$ cat src/sv/ctsc_pkg.sv
`timescale 1ns / 1ps
// Shared types and codes for the clock time set controller.
// No dependencies; every other file imports this package.
package ctsc_pkg;

    // event kinds on the input word
    localparam logic [2:0] EV_TICK  = 3'd0;
    localparam logic [2:0] EV_MODE  = 3'd1;
    localparam logic [2:0] EV_INC   = 3'd2;
    localparam logic [2:0] EV_DEC   = 3'd3;
    localparam logic [2:0] EV_ENTER = 3'd4;
    localparam logic [2:0] EV_SET   = 3'd5;
    localparam logic [2:0] EV_BLINK = 3'd6;

    // system modes
    localparam logic [1:0] SYS_CLOCK = 2'd0;
    localparam logic [1:0] SYS_TSET  = 2'd1;

    // published event codes
    localparam logic [2:0] OUT_SECOND  = 3'd0;
    localparam logic [2:0] OUT_MINUTE  = 3'd1;
    localparam logic [2:0] OUT_HOUR    = 3'd2;
    localparam logic [2:0] OUT_DISPLAY = 3'd3;
    localparam logic [2:0] OUT_MODE    = 3'd4;
    localparam logic [2:0] OUT_BLINK   = 3'd5;

    // set submodes
    localparam logic [1:0] SUB_NORMAL = 2'd0;
    localparam logic [1:0] SUB_SELECT = 2'd1;
    localparam logic [1:0] SUB_ADJUST = 2'd2;

    // selected units
    localparam logic [1:0] SEL_HOUR   = 2'd0;
    localparam logic [1:0] SEL_MINUTE = 2'd1;
    localparam logic [1:0] SEL_SECOND = 2'd2;

    localparam logic [4:0] HOUR_RESET      = 5'd12;
    localparam logic [5:0] PREV_MIN_RESET  = 6'd60;
    localparam logic [4:0] PREV_HOUR_RESET = 5'd25;
    localparam logic [5:0] HOURS_PER_DAY   = 6'd24;
    localparam logic [6:0] MINS_PER_HOUR   = 7'd60;

    localparam int QUEUE_DEPTH = 2;

    // one published event
    typedef struct packed {
        logic [2:0] code;
        logic [5:0] value;
        logic [1:0] tag;
        logic       wr;
    } res_t;

    // all results of one accepted word plus the register snapshot
    typedef struct packed {
        logic [1:0] count;
        res_t       res2;
        res_t       res1;
        res_t       res0;
        logic [4:0] hour;
        logic [5:0] minute;
        logic [5:0] second;
        logic [1:0] submode;
        logic [1:0] unit;
    } job_t;

endpackage

$ cat src/sv/ctsc_front.sv
`timescale 1ns / 1ps
// Front end: accepts input words, holds the clock state, builds result jobs.
// Depends on ctsc_pkg.
module ctsc_front import ctsc_pkg::*; (
    input  logic       aclk,
    input  logic       aresetn,
    input  logic       s_valid,
    output logic       s_ready,
    input  logic [2:0] s_mode,
    input  logic [1:0] s_system_mode,
    input  logic       s_rtc_ok,
    input  logic [4:0] s_rtc_hour,
    input  logic [5:0] s_rtc_minute,
    input  logic [5:0] s_rtc_second,
    input  logic       q_full,
    output logic       q_push,
    output job_t       q_job
);

    logic [4:0] hour_reg, hour_next;
    logic [5:0] minute_reg, minute_next;
    logic [5:0] second_reg, second_next;
    logic [5:0] prev_minute_reg, prev_minute_next;
    logic [4:0] prev_hour_reg, prev_hour_next;
    logic [1:0] submode_reg, submode_next;
    logic [1:0] unit_reg, unit_next;
    logic       blink_reg, blink_next;

    logic       accept;
    logic       up;
    logic [5:0] h_sum, h_w1, h_w2;
    logic [6:0] m_sum, m_w1, m_w2;
    logic [6:0] s_sum, s_w1, s_w2;
    logic [1:0] cnt;
    res_t       r0, r1, r2;

    assign s_ready = !q_full;
    assign accept  = s_valid && s_ready;
    assign up      = (s_mode == EV_INC);

    // wrap arithmetic: two conditional subtracts cover every 5/6-bit input
    always_comb begin
        h_sum = {1'b0, hour_reg} + (up ? 6'd1 : 6'd23);
        h_w1  = (h_sum >= HOURS_PER_DAY) ? h_sum - HOURS_PER_DAY : h_sum;
        h_w2  = (h_w1 >= HOURS_PER_DAY) ? h_w1 - HOURS_PER_DAY : h_w1;
        m_sum = {1'b0, minute_reg} + (up ? 7'd1 : 7'd59);
        m_w1  = (m_sum >= MINS_PER_HOUR) ? m_sum - MINS_PER_HOUR : m_sum;
        m_w2  = (m_w1 >= MINS_PER_HOUR) ? m_w1 - MINS_PER_HOUR : m_w1;
        s_sum = {1'b0, second_reg} + (up ? 7'd1 : 7'd59);
        s_w1  = (s_sum >= MINS_PER_HOUR) ? s_sum - MINS_PER_HOUR : s_sum;
        s_w2  = (s_w1 >= MINS_PER_HOUR) ? s_w1 - MINS_PER_HOUR : s_w1;
    end

    always_comb begin
        hour_next        = hour_reg;
        minute_next      = minute_reg;
        second_next      = second_reg;
        prev_minute_next = prev_minute_reg;
        prev_hour_next   = prev_hour_reg;
        submode_next     = submode_reg;
        unit_next        = unit_reg;
        blink_next       = blink_reg;
        cnt = 2'd0;
        r0  = '0;
        r1  = '0;
        r2  = '0;
        if (s_mode == EV_TICK) begin
            if (s_rtc_ok) begin
                hour_next   = s_rtc_hour;
                minute_next = s_rtc_minute;
                second_next = s_rtc_second;
                r0  = '{code: OUT_SECOND, value: s_rtc_second, tag: s_system_mode, wr: 1'b0};
                cnt = 2'd1;
                if (s_rtc_minute != prev_minute_reg) begin
                    prev_minute_next = s_rtc_minute;
                    r1  = '{code: OUT_MINUTE, value: s_rtc_minute, tag: s_system_mode,
                            wr: 1'b0};
                    cnt = 2'd2;
                    if (s_rtc_hour != prev_hour_reg) begin
                        prev_hour_next = s_rtc_hour;
                        r2  = '{code: OUT_HOUR, value: {1'b0, s_rtc_hour},
                                tag: s_system_mode, wr: 1'b0};
                        cnt = 2'd3;
                    end
                end
            end
        end else if (s_mode == EV_BLINK) begin
            blink_next = !blink_reg;
            r0  = '{code: OUT_BLINK, value: {5'd0, !blink_reg}, tag: SYS_TSET, wr: 1'b0};
            cnt = 2'd1;
        end else if (s_system_mode == SYS_CLOCK) begin
            if (s_mode == EV_MODE) begin
                submode_next = SUB_SELECT;
                unit_next    = SEL_HOUR;
                r0  = '{code: OUT_MODE, value: 6'd1, tag: SYS_CLOCK, wr: 1'b0};
                cnt = 2'd1;
            end
        end else if (s_system_mode == SYS_TSET) begin
            if (submode_reg == SUB_SELECT || submode_reg == SUB_ADJUST) begin
                unique case (s_mode) inside
                    EV_INC, EV_DEC: begin
                        cnt = 2'd1;
                        if (submode_reg == SUB_SELECT) begin
                            if (up) begin
                                unit_next = (unit_reg == SEL_SECOND) ? SEL_HOUR
                                                                     : unit_reg + 2'd1;
                            end else begin
                                unit_next = (unit_reg == SEL_HOUR) ? SEL_SECOND
                                                                   : unit_reg - 2'd1;
                            end
                            r0 = '{code: OUT_DISPLAY, value: 6'd0, tag: SYS_TSET, wr: 1'b0};
                        end else if (unit_reg == SEL_HOUR) begin
                            hour_next = h_w2[4:0];
                            r0 = '{code: OUT_HOUR, value: h_w2, tag: SYS_TSET, wr: 1'b1};
                        end else if (unit_reg == SEL_MINUTE) begin
                            minute_next = m_w2[5:0];
                            r0 = '{code: OUT_MINUTE, value: m_w2[5:0], tag: SYS_TSET,
                                   wr: 1'b1};
                        end else begin
                            second_next = s_w2[5:0];
                            r0 = '{code: OUT_SECOND, value: s_w2[5:0], tag: SYS_TSET,
                                   wr: 1'b1};
                        end
                    end
                    EV_ENTER: begin
                        submode_next = (submode_reg == SUB_SELECT) ? SUB_ADJUST : SUB_SELECT;
                        r0  = '{code: OUT_DISPLAY, value: 6'd0, tag: SYS_TSET, wr: 1'b0};
                        cnt = 2'd1;
                    end
                    EV_SET: begin
                        submode_next = SUB_NORMAL;
                        r0  = '{code: OUT_MODE, value: 6'd0, tag: SYS_TSET, wr: 1'b0};
                        cnt = 2'd1;
                    end
                    default: begin
                        cnt = 2'd0;
                    end
                endcase
            end
        end
    end

    // drop words that publish nothing
    assign q_push = accept && (cnt != 2'd0);
    always_comb begin
        q_job = '{count: cnt, res2: r2, res1: r1, res0: r0, hour: hour_next,
                  minute: minute_next, second: second_next, submode: submode_next,
                  unit: unit_next};
    end

    always_ff @(posedge aclk) begin
        if (!aresetn) begin
            hour_reg        <= HOUR_RESET;
            minute_reg      <= '0;
            second_reg      <= '0;
            prev_minute_reg <= PREV_MIN_RESET;
            prev_hour_reg   <= PREV_HOUR_RESET;
            submode_reg     <= SUB_NORMAL;
            unit_reg        <= SEL_HOUR;
            blink_reg       <= 1'b0;
        end else if (accept) begin
            hour_reg        <= hour_next;
            minute_reg      <= minute_next;
            second_reg      <= second_next;
            prev_minute_reg <= prev_minute_next;
            prev_hour_reg   <= prev_hour_next;
            submode_reg     <= submode_next;
            unit_reg        <= unit_next;
            blink_reg       <= blink_next;
        end
    end

endmodule

$ cat src/sv/ctsc_queue.sv
`timescale 1ns / 1ps
// Short job queue between the front and back ends.
// Depends on ctsc_pkg (job_t, QUEUE_DEPTH).
module ctsc_queue import ctsc_pkg::*; (
    input  logic aclk,
    input  logic aresetn,
    input  logic push,
    input  job_t push_job,
    input  logic pop,
    output job_t head_job,
    output logic full,
    output logic empty
);

    localparam int PTR_W = (QUEUE_DEPTH > 1) ? $clog2(QUEUE_DEPTH) : 1;
    localparam int CNT_W = $clog2(QUEUE_DEPTH + 1);

    job_t             mem_reg [QUEUE_DEPTH];
    logic [PTR_W-1:0] wr_ptr_reg, rd_ptr_reg;
    logic [CNT_W-1:0] count_reg;

    assign full     = (count_reg == CNT_W'(QUEUE_DEPTH));
    assign empty    = (count_reg == '0);
    assign head_job = mem_reg[rd_ptr_reg];

    function automatic logic [PTR_W-1:0] ptr_inc(input logic [PTR_W-1:0] p);
        return (p == PTR_W'(QUEUE_DEPTH - 1)) ? '0 : p + PTR_W'(1);
    endfunction

    always_ff @(posedge aclk) begin
        if (push && !full) begin
            mem_reg[wr_ptr_reg] <= push_job;
        end
    end

    always_ff @(posedge aclk) begin
        if (!aresetn) begin
            wr_ptr_reg <= '0;
            rd_ptr_reg <= '0;
            count_reg  <= '0;
        end else begin
            if (push && !full) begin
                wr_ptr_reg <= ptr_inc(wr_ptr_reg);
            end
            if (pop && !empty) begin
                rd_ptr_reg <= ptr_inc(rd_ptr_reg);
            end
            if ((push && !full) && !(pop && !empty)) begin
                count_reg <= count_reg + CNT_W'(1);
            end else if (!(push && !full) && (pop && !empty)) begin
                count_reg <= count_reg - CNT_W'(1);
            end
        end
    end

endmodule

$ cat src/sv/ctsc_back.sv
`timescale 1ns / 1ps
// Back end: takes jobs off the queue and sends their results one word a cycle while m_ready is high.
// Depends on ctsc_pkg.
module ctsc_back import ctsc_pkg::*; (
    input  logic       aclk,
    input  logic       aresetn,
    input  job_t       head_job,
    input  logic       q_empty,
    output logic       q_pop,
    output logic       m_valid,
    input  logic       m_ready,
    output logic [2:0] m_event_code,
    output logic [5:0] m_event_value,
    output logic [1:0] m_event_mode,
    output logic       m_rtc_write,
    output logic [4:0] m_cur_hour,
    output logic [5:0] m_cur_minute,
    output logic [5:0] m_cur_second,
    output logic [1:0] m_set_submode,
    output logic [1:0] m_set_unit,
    output logic       m_is_last
);

    job_t       job_reg;
    logic [1:0] idx_reg;
    logic       valid_reg;
    logic       last;
    logic       done;
    res_t       cur;

    assign last  = (idx_reg == job_reg.count - 2'd1);
    assign done  = valid_reg && m_ready && last;
    assign q_pop = (!valid_reg || done) && !q_empty;

    always_comb begin
        case (idx_reg)
            2'd0:    cur = job_reg.res0;
            2'd1:    cur = job_reg.res1;
            default: cur = job_reg.res2;
        endcase
    end

    assign m_valid       = valid_reg;
    assign m_event_code  = cur.code;
    assign m_event_value = cur.value;
    assign m_event_mode  = cur.tag;
    assign m_rtc_write   = cur.wr;
    assign m_cur_hour    = job_reg.hour;
    assign m_cur_minute  = job_reg.minute;
    assign m_cur_second  = job_reg.second;
    assign m_set_submode = job_reg.submode;
    assign m_set_unit    = job_reg.unit;
    assign m_is_last     = last;

    always_ff @(posedge aclk) begin
        if (q_pop) begin
            job_reg <= head_job;
        end
    end

    always_ff @(posedge aclk) begin
        if (!aresetn) begin
            valid_reg <= 1'b0;
            idx_reg   <= '0;
        end else if (q_pop) begin
            valid_reg <= 1'b1;
            idx_reg   <= '0;
        end else if (done) begin
            valid_reg <= 1'b0;
        end else if (valid_reg && m_ready) begin
            idx_reg <= idx_reg + 2'd1;
        end
    end

endmodule

$ cat src/sv/clock_time_set_controller.sv
`timescale 1ns / 1ps
// Clock time set controller: tick, key and blink words in, published events out.
// A job is written into the job queue, then loaded into the back end's job register.
// Throughput: one input word a cycle while the two-entry job queue has room;
// results leave one a cycle while m_ready is high, so the sustained pace is
// set by the number of results the back end must send for each word.
// Reset (aresetn low, synchronous) restores the clock state and empties the queue.
module clock_time_set_controller import ctsc_pkg::*; (
    input  logic       aclk,
    input  logic       aresetn,
    input  logic       s_valid,
    output logic       s_ready,
    input  logic [2:0] s_mode,
    input  logic [1:0] s_system_mode,
    input  logic       s_rtc_ok,
    input  logic [4:0] s_rtc_hour,
    input  logic [5:0] s_rtc_minute,
    input  logic [5:0] s_rtc_second,
    output logic       m_valid,
    input  logic       m_ready,
    output logic [2:0] m_event_code,
    output logic [5:0] m_event_value,
    output logic [1:0] m_event_mode,
    output logic       m_rtc_write,
    output logic [4:0] m_cur_hour,
    output logic [5:0] m_cur_minute,
    output logic [5:0] m_cur_second,
    output logic [1:0] m_set_submode,
    output logic [1:0] m_set_unit,
    output logic       m_is_last
);

    // queue handshake between front and back
    logic q_push, q_pop, q_full, q_empty;
    job_t push_job, head_job;

    // front: decode the word, update the time and set state, build a job
    ctsc_front u_front (
        .aclk          (aclk),
        .aresetn       (aresetn),
        .s_valid       (s_valid),
        .s_ready       (s_ready),
        .s_mode        (s_mode),
        .s_system_mode (s_system_mode),
        .s_rtc_ok      (s_rtc_ok),
        .s_rtc_hour    (s_rtc_hour),
        .s_rtc_minute  (s_rtc_minute),
        .s_rtc_second  (s_rtc_second),
        .q_full        (q_full),
        .q_push        (q_push),
        .q_job         (push_job)
    );

    // hold jobs so either side can stall on its own
    ctsc_queue u_queue (
        .aclk     (aclk),
        .aresetn  (aresetn),
        .push     (q_push),
        .push_job (push_job),
        .pop      (q_pop),
        .head_job (head_job),
        .full     (q_full),
        .empty    (q_empty)
    );

    // back: send each job's results in order, flag the last one
    ctsc_back u_back (
        .aclk          (aclk),
        .aresetn       (aresetn),
        .head_job      (head_job),
        .q_empty       (q_empty),
        .q_pop         (q_pop),
        .m_valid       (m_valid),
        .m_ready       (m_ready),
        .m_event_code  (m_event_code),
        .m_event_value (m_event_value),
        .m_event_mode  (m_event_mode),
        .m_rtc_write   (m_rtc_write),
        .m_cur_hour    (m_cur_hour),
        .m_cur_minute  (m_cur_minute),
        .m_cur_second  (m_cur_second),
        .m_set_submode (m_set_submode),
        .m_set_unit    (m_set_unit),
        .m_is_last     (m_is_last)
    );

endmodule

$ cat config.mk
export PLATFORM = sky130hd
export DESIGN_NAME = clock_time_set_controller
export DESIGN_NICKNAME = d
export VERILOG_FILES = /design/src/sv/ctsc_pkg.sv /design/src/sv/ctsc_front.sv /design/src/sv/ctsc_queue.sv /design/src/sv/ctsc_back.sv /design/src/sv/clock_time_set_controller.sv
export SDC_FILE = /design/constraint.sdc
export NUM_CORES = 1
export LEC_CHECK = 0
export BUFFER_PORTS_ARGS = -buffer_cell sky130_fd_sc_hd__buf_2
export CAP_MARGIN = 15
export CORE_MARGIN = 2
export CORE_UTILIZATION = 66
export DETAILED_ROUTE_END_ITERATION = 12
export PLACE_DENSITY = 0.92
export SYNTH_ARGS = -nofsm -noshare
export SYNTH_HDL_FRONTEND = slang
export SYNTH_SLANG_ARGS = --single-unit
$ cat constraint.sdc
create_clock -name aclk -period 8.1 [get_ports aclk]
set_input_delay 0 -clock aclk [delete_from_list [all_inputs] [get_ports aclk]]
set_output_delay 0 -clock aclk [all_outputs]
set_load 0.05 [all_outputs]
==> impl_results.rst, run 1 <==
.. list-table::
   :header-rows: 1

   * - Metric
     - Value
   * - Synth async-reset ratio
     - 0
   * - Worst slew margin
     - 0.383
   * - Number of global-route vias before repair
     - a little under 7000
   * - Post-detail-place hpwl
     - ~15 mm
   * - Clk slew on worst S/H paths
     - 70 ps
   * - Highest net fanout along the worst path
     - 20
   * - Number of setup buffers added after CTS
     - 0
   * - Final instance area
     - around 11000 um2
   * - Overflow left after global routing
     - 0
   * - Starting density of the core
     - 0.679
   * - Share of the core filled with cells in the final layout
     - 0.751
   * - Routed wirelength normalized by instance count
     - about 21 um
   * - Startpoint Class
     - input port
   * - First-pass GRT wire length
     - 36.6 mm
   * - Vias after detailed routing
     - 7422
   * - Storage cell area
     - 5400 um2
   * - Highest-count cells in the layout ignoring fill and taps
     - 153 x sky130_fd_sc_hd__edfxtp_1, 78 x sky130_fd_sc_hd__nand2_1, 62 x sky130_fd_sc_hd__buf_2
   * - Synthesis-to-layout area growth
     - 10.5%
   * - Final setup violation count
     - 0
   * - Antenna violations before repair
     - 0
   * - Most common cell after layout, fill and taps aside
     - sky130_fd_sc_hd__edfxtp_1
   * - CP arrival
     - 4970 ps
   * - Iteration-0 DRC count of the detailed router
     - around 990
   * - Synth warn
     - 0
   * - Number of buffers on the longest clock path
     - 2
   * - Count of flip-flops with a built-in enable after synthesis
     - about 150
   * - Post-Route Hold Slack
     - roughly 45 ps
   * - Total clock buffers created by CTS
     - 17
   * - Number of I/O port buffers
     - 62
   * - DIE HEIGHT
     - 127 um
   * - Part of the Yosys area used for sequential elements
     - 0.542
   * - RePlAce Congestion
     - ~1
   * - Final Max Slew Viols
     - 0
   * - Clock latency on the worst-skew pair
     - 430 ps
   * - Total Routed Length
     - roughly 23 mm
   * - Unrepaired setup endpoints after global routing
     - no
   * - Number of diodes added for antenna fixing
     - 0
   * - Core area
     - roughly 15000 um2
   * - Worst clock skew
     - 14.8 ps
   * - Cell type with the highest aggregate area in the netlist
     - sky130_fd_sc_hd__edfxtp_1
   * - Library cells used by synthesis
     - 80
   * - Area after DPL
     - 10200 um2
   * - TritonRoute pass-1 iters
     - 6
   * - Outcome
     - completed
   * - Synth Net Count
     - a little over 900
   * - Time the worst path needs with I/O delays and setup
     - 4820 ps
   * - Combined area of all synthesized cells
     - between 9000 and 10000 um2
   * - GR Util All Layers
     - 0.294
   * - DRC viols
     - 0
   * - Kind of end point of the critical path
     - flip-flop
   * - Synth Area per Inst
     - approximately 12 um2
   * - Worst Tran Pin Value
     - ~930 ps
   * - Largest net degree at the start of global routing
     - 55
   * - Top achievable clock speed
     - slightly above 0.2 GHz
   * - Number of fillers in the final layout
     - between 800 and 900
   * - Peak supply drop
     - between 0.2 and 0.25 mV
   * - Total instance count after detailed placement
     - 1058
   * - Count of standard-cell rows
     - 44
   * - Max-cap violations
     - 0
   * - Routed vias/inst
     - between 6 and 7
   * - # H-tree levels
     - 4
   * - Number of standard cells in the layout, taps in and fillers out
     - about 1100
   * - Chip Width
     - 127 um
   * - Hold/Removal Path Class
     - input port to flip-flop
   * - Antenna Violating Nets Remaining
     - 0
   * - Leakage
     - between 4 and 5 nW
   * - Setup ws final
     - around 3300 ps
   * - Worst Path Required
     - between 8000 and 9000 ps
   * - Share of the cycle needed by the critical path after routing
     - 0.595
   * - Root Buffer
     - sky130_fd_sc_hd__clkbuf_16
   * - Cell area power density
     - between 200 and 300 nW/um2
   * - Flip-flop count of the largest register, all copies and words added
     - 102
   * - Clock sink count
     - around 190
   * - Top FF cell, synth
     - sky130_fd_sc_hd__edfxtp_1
   * - Number of cells produced by synthesis
     - approximately 860
   * - # IOs
     - 63
   * - Accumulated negative setup slack
     - 0 ps
   * - Area share of the leading cell type in the synthesized netlist
     - 0.462
   * - Largest cells by area after synthesis
     - sky130_fd_sc_hd__edfxtp_1 46%, sky130_fd_sc_hd__dfxtp_1 8.1%, sky130_fd_sc_hd__mux2_2 6.1%
   * - WS Path Type
     - input port to flip-flop
   * - TritonCTS clock tree
     - built
   * - Total count of hold-check failures in the final report
     - 0
   * - Fraction of final layout cells with drive strength greater than 1
     - 0.195
   * - Final nets
     - about 970
   * - Full die area
     - 16100 um2
   * - Post-CTS Hold Fix Bufs
     - 17
   * - Multi-input combinational cell area
     - around 4200 um2
   * - Post-placement setup slack
     - between 2000 and 3000 ps
   * - Design Power
     - ~3.2 mW
   * - Count of cells resized by post-cts repair
     - 0
   * - Post-synthesis sequential element count
     - 193
## final timing paths
check / startpoint / endpoint / slack [ps] / depth (start not counted)
worst max-delay path: s_mode[1] / u_queue.mem_reg[0][27] / 3280 / 22
worst min register to register: u_front.prev_hour_reg[4] / u_front.prev_hour_reg[4] / 490 / 2
worst max register to register: u_front.minute_reg[0] / u_queue.mem_reg[0][27] / 3400 / 16
worst min-delay path: s_rtc_second[0] / u_queue.mem_reg[1][4] / 50 / 2
## cells by family (layout without fill, tap and decap cells)
kind of cell | Yosys count | in the layout | share of synthesized area
AOI/OAI and AO/OA | 195 | 195 | 0.143
xor gates and xnor gates | 27 | 27 | 0.0238
adders and majority gates | 30 | 30 | 0.0400
buffers and inverters | 82 | 141 | 0.0406
DFF | 193 | 193 | 0.542
muxes | 64 | 64 | 0.0717
and+or+nand+nor | 273 | 273 | 0.139
## layer usage
metal,routed length [um],track usage,vias up
li1,-,-,3312
met1,8800,0.374,3519
met2,11500,0.497,501
met3,2180,0.0582,90
met4,901,0.125,0
met5,0,0,-
## Yosys cell counts (all sizes together), types with 7 or more instances
master,count
o31ai,7
nor2,53
o21ai,30
and3,15
edfxtp,153
xor2,11
buf,30
a21boi,12
o211ai,7
mux2i,9
inv,23
a21oi,41
nor2b,16
a22oi,8
o22ai,12
a31oi,7
ha,27
a211oi,10
nor3,18
mux2,55
xnor2,16
nand3,25
clkbuf,29
and2,26
dfxtp,40
nand2,78
## cell type report
| class | count | share of cell area |
|---|---|---|
| flip-flops and latches | 193 | 0.491 |
| multi-input cells | 589 | 0.379 |
| repair buffers | 86 | 0.0485 |
| clock buffers | 18 | 0.0390 |
| well taps | 184 | 0.0209 |
| clock inverters | 14 | 0.0142 |
| inverters | 23 | 0.00785 |
## critical path, cell delays in order
cell and delay (ps):
sky130_fd_sc_hd__buf_2 260, sky130_fd_sc_hd__nand2b_1 120, sky130_fd_sc_hd__nor2_1 420, sky130_fd_sc_hd__inv_1 380, sky130_fd_sc_hd__ha_1 430, sky130_fd_sc_hd__a21o_1 160
sky130_fd_sc_hd__nand2_1 70, sky130_fd_sc_hd__xor2_1 160, sky130_fd_sc_hd__inv_1 80, sky130_fd_sc_hd__ha_1 310, sky130_fd_sc_hd__nand3b_1 160, sky130_fd_sc_hd__a31oi_1 240
sky130_fd_sc_hd__a21oi_1 130, sky130_fd_sc_hd__o22a_1 290, sky130_fd_sc_hd__ha_1 260, sky130_fd_sc_hd__and2_1 180, sky130_fd_sc_hd__o221a_2 240, sky130_fd_sc_hd__o21a_1 180
sky130_fd_sc_hd__o21ai_1 210, sky130_fd_sc_hd__a21boi_1 120, sky130_fd_sc_hd__a2111oi_0 420, sky130_fd_sc_hd__o31ai_1 150
## report_power, final
group / internal [mW] / switching, mW / total (mW)
sequential: 1.28 / 0.0593 / 1.34
clock: 0.460 / 0.374 / 0.834
combinational: 0.315 / 0.719 / 1.03
No activity file was read; power rests on OpenSTA's default activity.
==> run 2: changes to the inputs <==
CORE_UTILIZATION = 55   (was 66)
PLACE_DENSITY = 0.82   (was 0.92)
clock period = 4 ns   (was 8.1 ns; I/O delays follow)
==> run 2 against run 1 <==
  * Critical path depth down 6
  * Routed wire length about the same
  * Worst setup slack worse by 3100 ps
  * Global-route usage down 5.0 points
  * Sequential share of layout area down 2.3 points
  * Total power up 110%
  * Core utilization down 10 points
  * First-iteration DRC count down 31%
  * Via count down 1.8%
  * Non-clock buffer count up 41
  * Sequential power up 100%
  * Clock skew down 3.6 ps
  * Critical endpoint is now u_queue.mem_reg[1][27]
  * Largest cell class unchanged
==> impl_results.rst, run 2 (synthesis results as in run 1) <==
.. list-table::
   :header-rows: 1

   * - Metric
     - Value
   * - Outcome
     - completed
   * - Antenna violations before repair
     - 0
   * - Worst clock skew
     - between 10 and 15 ps
   * - Time the worst path needs with I/O delays and setup
     - roughly 3800 ps
   * - WS Path Type
     - flip-flop to flip-flop
   * - Startpoint of the worst-slack reg-to-reg timing path
     - u_front.second_reg[1]
   * - # IOs
     - 63
   * - Share of the core filled with cells in the final layout
     - 0.647
   * - Worst Path Required
     - between 4000 and 5000 ps
   * - # H-tree levels
     - 4
   * - Series of cell instances along the critical path
     - fa_2 > xnor2_2 > inv_1 > ha_2 > nand3b_1 > a2111oi_4 > a31o_2 > o22a_1 > ha_2 > and2_4 > o221a_2 > o21a_1 > o21ai_4 > and2_4 > a2111oi_4 > o31ai_2
   * - Design Power
     - about 6.6 mW
   * - DRC viols
     - 0
   * - Final nets
     - just over 1000
   * - Number of diodes added for antenna fixing
     - 0
   * - Total clock buffers created by CTS
     - 17
   * - RePlAce Congestion
     - between 0.9 and 1
   * - DIE HEIGHT
     - around 140 um
   * - Most common cell after layout, fill and taps aside
     - sky130_fd_sc_hd__edfxtp_1
   * - Chip Width
     - between 100 and 150 um
   * - Kind of end point of the critical path
     - flip-flop
   * - Clock latency on the worst-skew pair
     - 430 ps
   * - Overflow left after global routing
     - 0
   * - Flip-flop count of the largest register, all copies and words added
     - between 100 and 150
   * - FF-to-FF setup slack
     - 170 ps
   * - Vias after detailed routing
     - 7286
   * - Clock sink count
     - between 150 and 200
   * - Hold/Removal Path Class
     - input port to flip-flop
   * - Largest net degree at the start of global routing
     - 54
   * - Highest net fanout along the worst path
     - 4
   * - GR Util All Layers
     - 0.244
   * - Total Routed Length
     - 23.4 mm
   * - Antenna Violating Nets Remaining
     - 0
   * - Top achievable clock speed
     - 0.261 GHz
   * - Maximum single-stage delay on the critical path
     - 410 ps
   * - Total count of hold-check failures in the final report
     - 0
   * - Worst Tran Pin Value
     - ~880 ps
   * - Routed wirelength normalized by instance count
     - between 15 and 20 um
   * - Iteration-0 DRC count of the detailed router
     - a little under 700
   * - Final setup violation count
     - 0
   * - Core area
     - around 18000 um2
   * - Total instance count after detailed placement
     - around 1100
   * - Max-cap violations
     - 0
   * - Count of standard-cell rows
     - 49
   * - TritonCTS clock tree
     - built
   * - Critical Path Source
     - u_front.second_reg[1]
   * - Crit path to
     - u_queue.mem_reg[1][27]
   * - Highest-count cells in the layout ignoring fill and taps
     - 153 x sky130_fd_sc_hd__edfxtp_1, 78 x sky130_fd_sc_hd__nand2_1, 62 x sky130_fd_sc_hd__buf_2
   * - Root Buffer
     - sky130_fd_sc_hd__clkbuf_16
   * - Synthesis-to-layout area growth
     - 16.1%
   * - Starting density of the core
     - 0.558
   * - Cell at the slowest stage of the critical path
     - sky130_fd_sc_hd__fa_2
   * - Post-detail-place hpwl
     - 15.9 mm
   * - First-pass GRT wire length
     - 37.5 mm
   * - Share of the cycle needed by the critical path after routing
     - 0.957
   * - Clk slew on worst S/H paths
     - about 70 ps
   * - Leakage
     - roughly 4.3 nW
   * - CP arrival
     - 4000 ps
   * - Fraction of final layout cells with drive strength greater than 1
     - 0.256
   * - Worst slew margin
     - 0.414
   * - Number of fillers in the final layout
     - roughly 1300
   * - Routed vias/inst
     - around 6
   * - Number of buffers on the longest clock path
     - 2
   * - Startpoint Class
     - flip-flop
   * - Final Max Slew Viols
     - 0
   * - Peak supply drop
     - approximately 0.46 mV
   * - Number of I/O port buffers
     - 62
   * - Number of standard cells in the layout, taps in and fillers out
     - ~1200
   * - Full die area
     - roughly 19000 um2
   * - TritonRoute pass-1 iters
     - 5
   * - RR Endpoint
     - u_queue.mem_reg[1][27]
   * - Worst-case reg-to-reg path depth
     - 16
   * - Number of global-route vias before repair
     - between 7000 and 8000
   * - Cell area power density
     - ~570 nW/um2
==> run 2: worst min-delay path by stage <==
stage | startpoint | end | slack, ps | cells past startpoint
global route | s_rtc_second[0] | u_queue.mem_reg[1][4] | 30 | 2
global placement | s_rtc_hour[4] | u_front.prev_hour_reg[4] | 290 | 3
CTS | s_rtc_second[0] | u_queue.mem_reg[1][4] | 20 | 2
detailed placement | s_rtc_hour[3] | u_front.prev_hour_reg[3] | 310 | 3
floorplan | s_rtc_hour[0] | u_front.prev_hour_reg[0] | 120 | 2
finish | s_rtc_second[0] | u_queue.mem_reg[1][4] | 30 | 2
==> run 2: what timing repair did <==
item	CTS	global route
pin swaps	0	13
setup endpoints to repair	2	16
buffers inserted	0	8
hold buffers	17	0
gates resized for setup	1	27
endpoints found under the hold margin	33	0
==> run 2: critical path, delay by kind of cell, from the launching register on <==
family	cells	cell delay, ps
compound gates	8	1660
xor+xnor	1	160
fa+ha+maj	3	790
buf+inv	1	110
flops	1	370
simple gates	3	460
==> run 2: routing by layer <==
metal / track usage / part of all wire
met1: 0.313 / 0.41
met2: 0.417 / 0.50
met3: 0.0419 / 0.053
met4: 0.0940 / 0.028
met5: 0 / 0
==> run 2: cell type report <==
| cell class | instances | area (um2) | area share |
|---|---|---|---|
| tap | 229 | 287 | 0.0248 |
| multi-input combinational | 589 | 4310 | 0.373 |
| clock inverter | 15 | 185 | 0.0160 |
| inverter | 23 | 86.3 | 0.00748 |
| timing repair buffer | 127 | 853 | 0.0739 |
| clock buffer | 17 | 425 | 0.0369 |
| sequential | 193 | 5400 | 0.468 |
==> run 2: through the flow <==
stage / setup TNS [ps] / cell area [um2] / worst slack (ps) / hold slack, ps
finish: 0 / 11500 / 173 / 27.4
global route: -1.97 / 11500 / -1.12 / 30.4
CTS: 0 / 11300 / 22.6 / 18.1
detailed placement: -637 / 10600 / -162 / 308
global placement: 0 / 10600 / 14.7 / 291
floorplan: 0 / 9970 / 45.9 / 124
==> run 2: power breakdown <==
part,internal [mW],switching (mW),total [mW]
combinational,0.709,1.42,2.13
clock,0.953,0.797,1.75
sequential,2.58,0.160,2.74
==> run 3: changes to the inputs <==
CORE_MARGIN = unset   (was 2)
==> run 3 against run 2 <==
  * Sequential power is essentially flat
  * Total power shrank 1.7%
  * Design area shrank 1.5%
  * Clock power shrank 3%
  * Sequential share of layout area grew 0.71 points
  * Clock skew is essentially flat
  * Critical path depth grew 2
  * Cell count shrank 1.0%
  * Count of clock-buffer cells in the layout is the same
  * Combinational power shrank 3%
==> impl_results.rst, run 3 (synthesis results as in run 1) <==
.. list-table::
   :header-rows: 1

   * - Metric
     - Value
   * - Total clock buffers created by CTS
     - 17
   * - Total Routed Length
     - 22.3 mm
   * - Startpoint of the tightest hold check path
     - s_rtc_second[0]
   * - Share of the cycle needed by the critical path after routing
     - 0.958
   * - Number of buffers on the longest clock path
     - 2
   * - Clock network fraction of design power
     - 0.260
   * - Net switching power
     - around 2.3 mW
   * - Number of fillers in the final layout
     - 1251
   * - Chip Width
     - between 100 and 150 um
   * - Post-detail-place hpwl
     - 15.3 mm
   * - Most common cell after layout, fill and taps aside
     - sky130_fd_sc_hd__edfxtp_1
   * - Worst clock skew
     - about 11 ps
   * - Post-Route Hold Slack
     - 27.8 ps
   * - Number of diodes added for antenna fixing
     - 0
   * - Setup ws final
     - between 150 and 200 ps
   * - RePlAce Congestion
     - slightly below 0.9
   * - Unrepaired setup endpoints after global routing
     - yes
   * - RR Endpoint
     - u_queue.mem_reg[1][7]
   * - Count of standard-cell rows
     - 48
   * - Final instance area
     - ~11000 um2
   * - Starting density of the core
     - 0.569
   * - Startpoint of the worst-slack reg-to-reg timing path
     - u_front.second_reg[1]
   * - DIE HEIGHT
     - 136 um
   * - Post-placement setup slack
     - -43.5 ps
   * - Number of global-route vias before repair
     - between 6000 and 7000
   * - Core area
     - 17500 um2
   * - Hold/Removal Path Class
     - input port to flip-flop
   * - Switching power as a share of total power
     - 0.361
   * - Vias after detailed routing
     - 7185
   * - Time the worst path needs with I/O delays and setup
     - ~3800 ps
   * - Highest net fanout along the worst path
     - 4
   * - WS Path Type
     - flip-flop to flip-flop
   * - Cell-internal power
     - 4.16 mW
   * - Worst Tran Pin Value
     - 954 ps
   * - Worst-case reg-to-reg path depth
     - 18
   * - Flip-flop count of the largest register, all copies and words added
     - between 100 and 150
   * - Seq pwr share
     - 0.422
   * - Clock latency on the worst-skew pair
     - around 430 ps
   * - Root Buffer
     - sky130_fd_sc_hd__clkbuf_16
   * - Clk slew on worst S/H paths
     - approximately 80 ps
   * - CP arrival
     - ~4000 ps
   * - Outcome
     - completed
   * - Kind of end point of the critical path
     - flip-flop
   * - Number of I/O port buffers
     - between 60 and 70
   * - Top achievable clock speed
     - ~0.26 GHz
   * - # H-tree levels
     - 4
   * - Full die area
     - 18600 um2
   * - Antenna Violating Nets Remaining
     - 0
   * - Antenna violations before repair
     - 0
   * - Final nets
     - 1000
   * - Clock sink count
     - a little under 200
   * - Routed wirelength normalized by instance count
     - 18.8 um
   * - Final Max Slew Viols
     - 0
   * - First-pass GRT wire length
     - between 30 and 40 mm
   * - Worst Path Required
     - 4180 ps
   * - Largest net degree at the start of global routing
     - 54
   * - Startpoint Class
     - flip-flop
   * - Fraction of final layout cells with drive strength greater than 1
     - 0.236
   * - TritonCTS clock tree
     - built
   * - Design Power
     - about 6.5 mW
   * - Worst slew margin
     - 0.363
   * - DRC viols
     - 0
   * - Final setup violation count
     - 0
   * - # IOs
     - 63
   * - Overflow left after global routing
     - 0
   * - Iteration-0 DRC count of the detailed router
     - 590
   * - Total count of hold-check failures in the final report
     - 0
   * - Routed vias/inst
     - around 6.1
   * - Share of the core filled with cells in the final layout
     - 0.650
   * - Area after DPL
     - between 10000 and 15000 um2
   * - TritonRoute pass-1 iters
     - 6
   * - Logic pwr share
     - 0.317
   * - Max-cap violations
     - 0
   * - Hold path depth
     - 2
   * - Peak supply drop
     - approximately 0.56 mV
   * - Leakage
     - approximately 4.2 nW
   * - Cell area power density
     - 573 nW/um2
   * - Highest-count cells in the layout ignoring fill and taps
     - 153 x sky130_fd_sc_hd__edfxtp_1, 78 x sky130_fd_sc_hd__nand2_1, 62 x sky130_fd_sc_hd__buf_2
   * - Hold path endpoint
     - u_queue.mem_reg[1][4]
   * - Number of setup buffers added after CTS
     - 0
   * - FF-to-FF setup slack
     - about 170 ps
   * - GR Util All Layers
     - 0.247
   * - Synthesis-to-layout area growth
     - 14.3%
[run 3: layout make-up]
| cell class | count | area [um2] | share of cell area |
|---|---|---|---|
| timing repair buffer | 119 | 803 | 0.0707 |
| inverter | 23 | 86.3 | 0.00760 |
| sequential | 193 | 5400 | 0.475 |
| multi-input combinational | 589 | 4200 | 0.370 |
| tap | 225 | 282 | 0.0248 |
| clock buffer | 17 | 425 | 0.0374 |
| clock inverter | 15 | 170 | 0.0150 |
[run 3: worst max-delay path by stage]
stage               depth (start not counted)             startpoint                     end
floorplan                                  22              s_mode[1]   u_queue.mem_reg[0][7]
global placement                           22              s_mode[2]  u_queue.mem_reg[0][27]
detailed placement                         21              s_mode[2]  u_queue.mem_reg[1][27]
CTS                                        16  u_front.minute_reg[0]  u_queue.mem_reg[1][27]
global route                               16  u_front.minute_reg[0]  u_queue.mem_reg[1][27]
finish                                     18  u_front.second_reg[1]   u_queue.mem_reg[1][7]
[run 3: critical path, cell delays in order, from the launching register on]
cell and delay [ps]:
sky130_fd_sc_hd__dfxtp_2 350, sky130_fd_sc_hd__ha_1 300, sky130_fd_sc_hd__a21o_1 200, sky130_fd_sc_hd__nand2_1 80, sky130_fd_sc_hd__xor2_1 150, sky130_fd_sc_hd__inv_1 70, sky130_fd_sc_hd__ha_1 210, sky130_fd_sc_hd__nand3b_1 130
sky130_fd_sc_hd__a2111oi_2 60, sky130_fd_sc_hd__a31o_2 270, sky130_fd_sc_hd__o22a_1 200, sky130_fd_sc_hd__ha_1 210, sky130_fd_sc_hd__and2_1 160, sky130_fd_sc_hd__o221a_2 250, sky130_fd_sc_hd__o21a_1 190, sky130_fd_sc_hd__o21ai_2 150
sky130_fd_sc_hd__a21boi_1 120, sky130_fd_sc_hd__a211o_1 310, sky130_fd_sc_hd__nor2b_1 140
[run 3: what timing repair did]
action / CTS / global route
endpoints found under the setup margin: 0 / 9
gates resized for setup: 0 / 9
hold buffers: 16 / 0
hold endpoints to repair: 40 / 0
[run 3: per-layer routing]
| layer | part of all wire | vias up | wire, um | global-route usage |
|---|---|---|---|---|
| li1 | - | 3375 | - | - |
| met1 | 0.41 | 3463 | 9080 | 0.308 |
| met2 | 0.50 | 307 | 11100 | 0.429 |
| met3 | 0.069 | 40 | 1530 | 0.0339 |
| met4 | 0.026 | 0 | 589 | 0.101 |
| met5 | 0 | - | 0 | 0 |
[run 3: power groups by stage]
stage | combinational, mW | clock [mW] | sequential (mW)
3_3_place_gp | 2.00 | 0 | 2.78
6_report | 2.07 | 1.69 | 2.75
2_1_floorplan | 1.65 | 0 | 2.71
3_5_place_dp | 2.02 | 0 | 2.80
4_1_cts | 2.05 | 1.71 | 2.75
5_1_grt | 2.22 | 1.78 | 2.78
[run 3: per-stage QoR]
stage | setup TNS [ps] | instances
after floorplan | 0 | 864
after global placement | 0 | 1133
after detailed placement | -87.0 | 1133
after CTS | 0 | 1181
after global routing | -63.5 | 1181
final | 0 | 1181
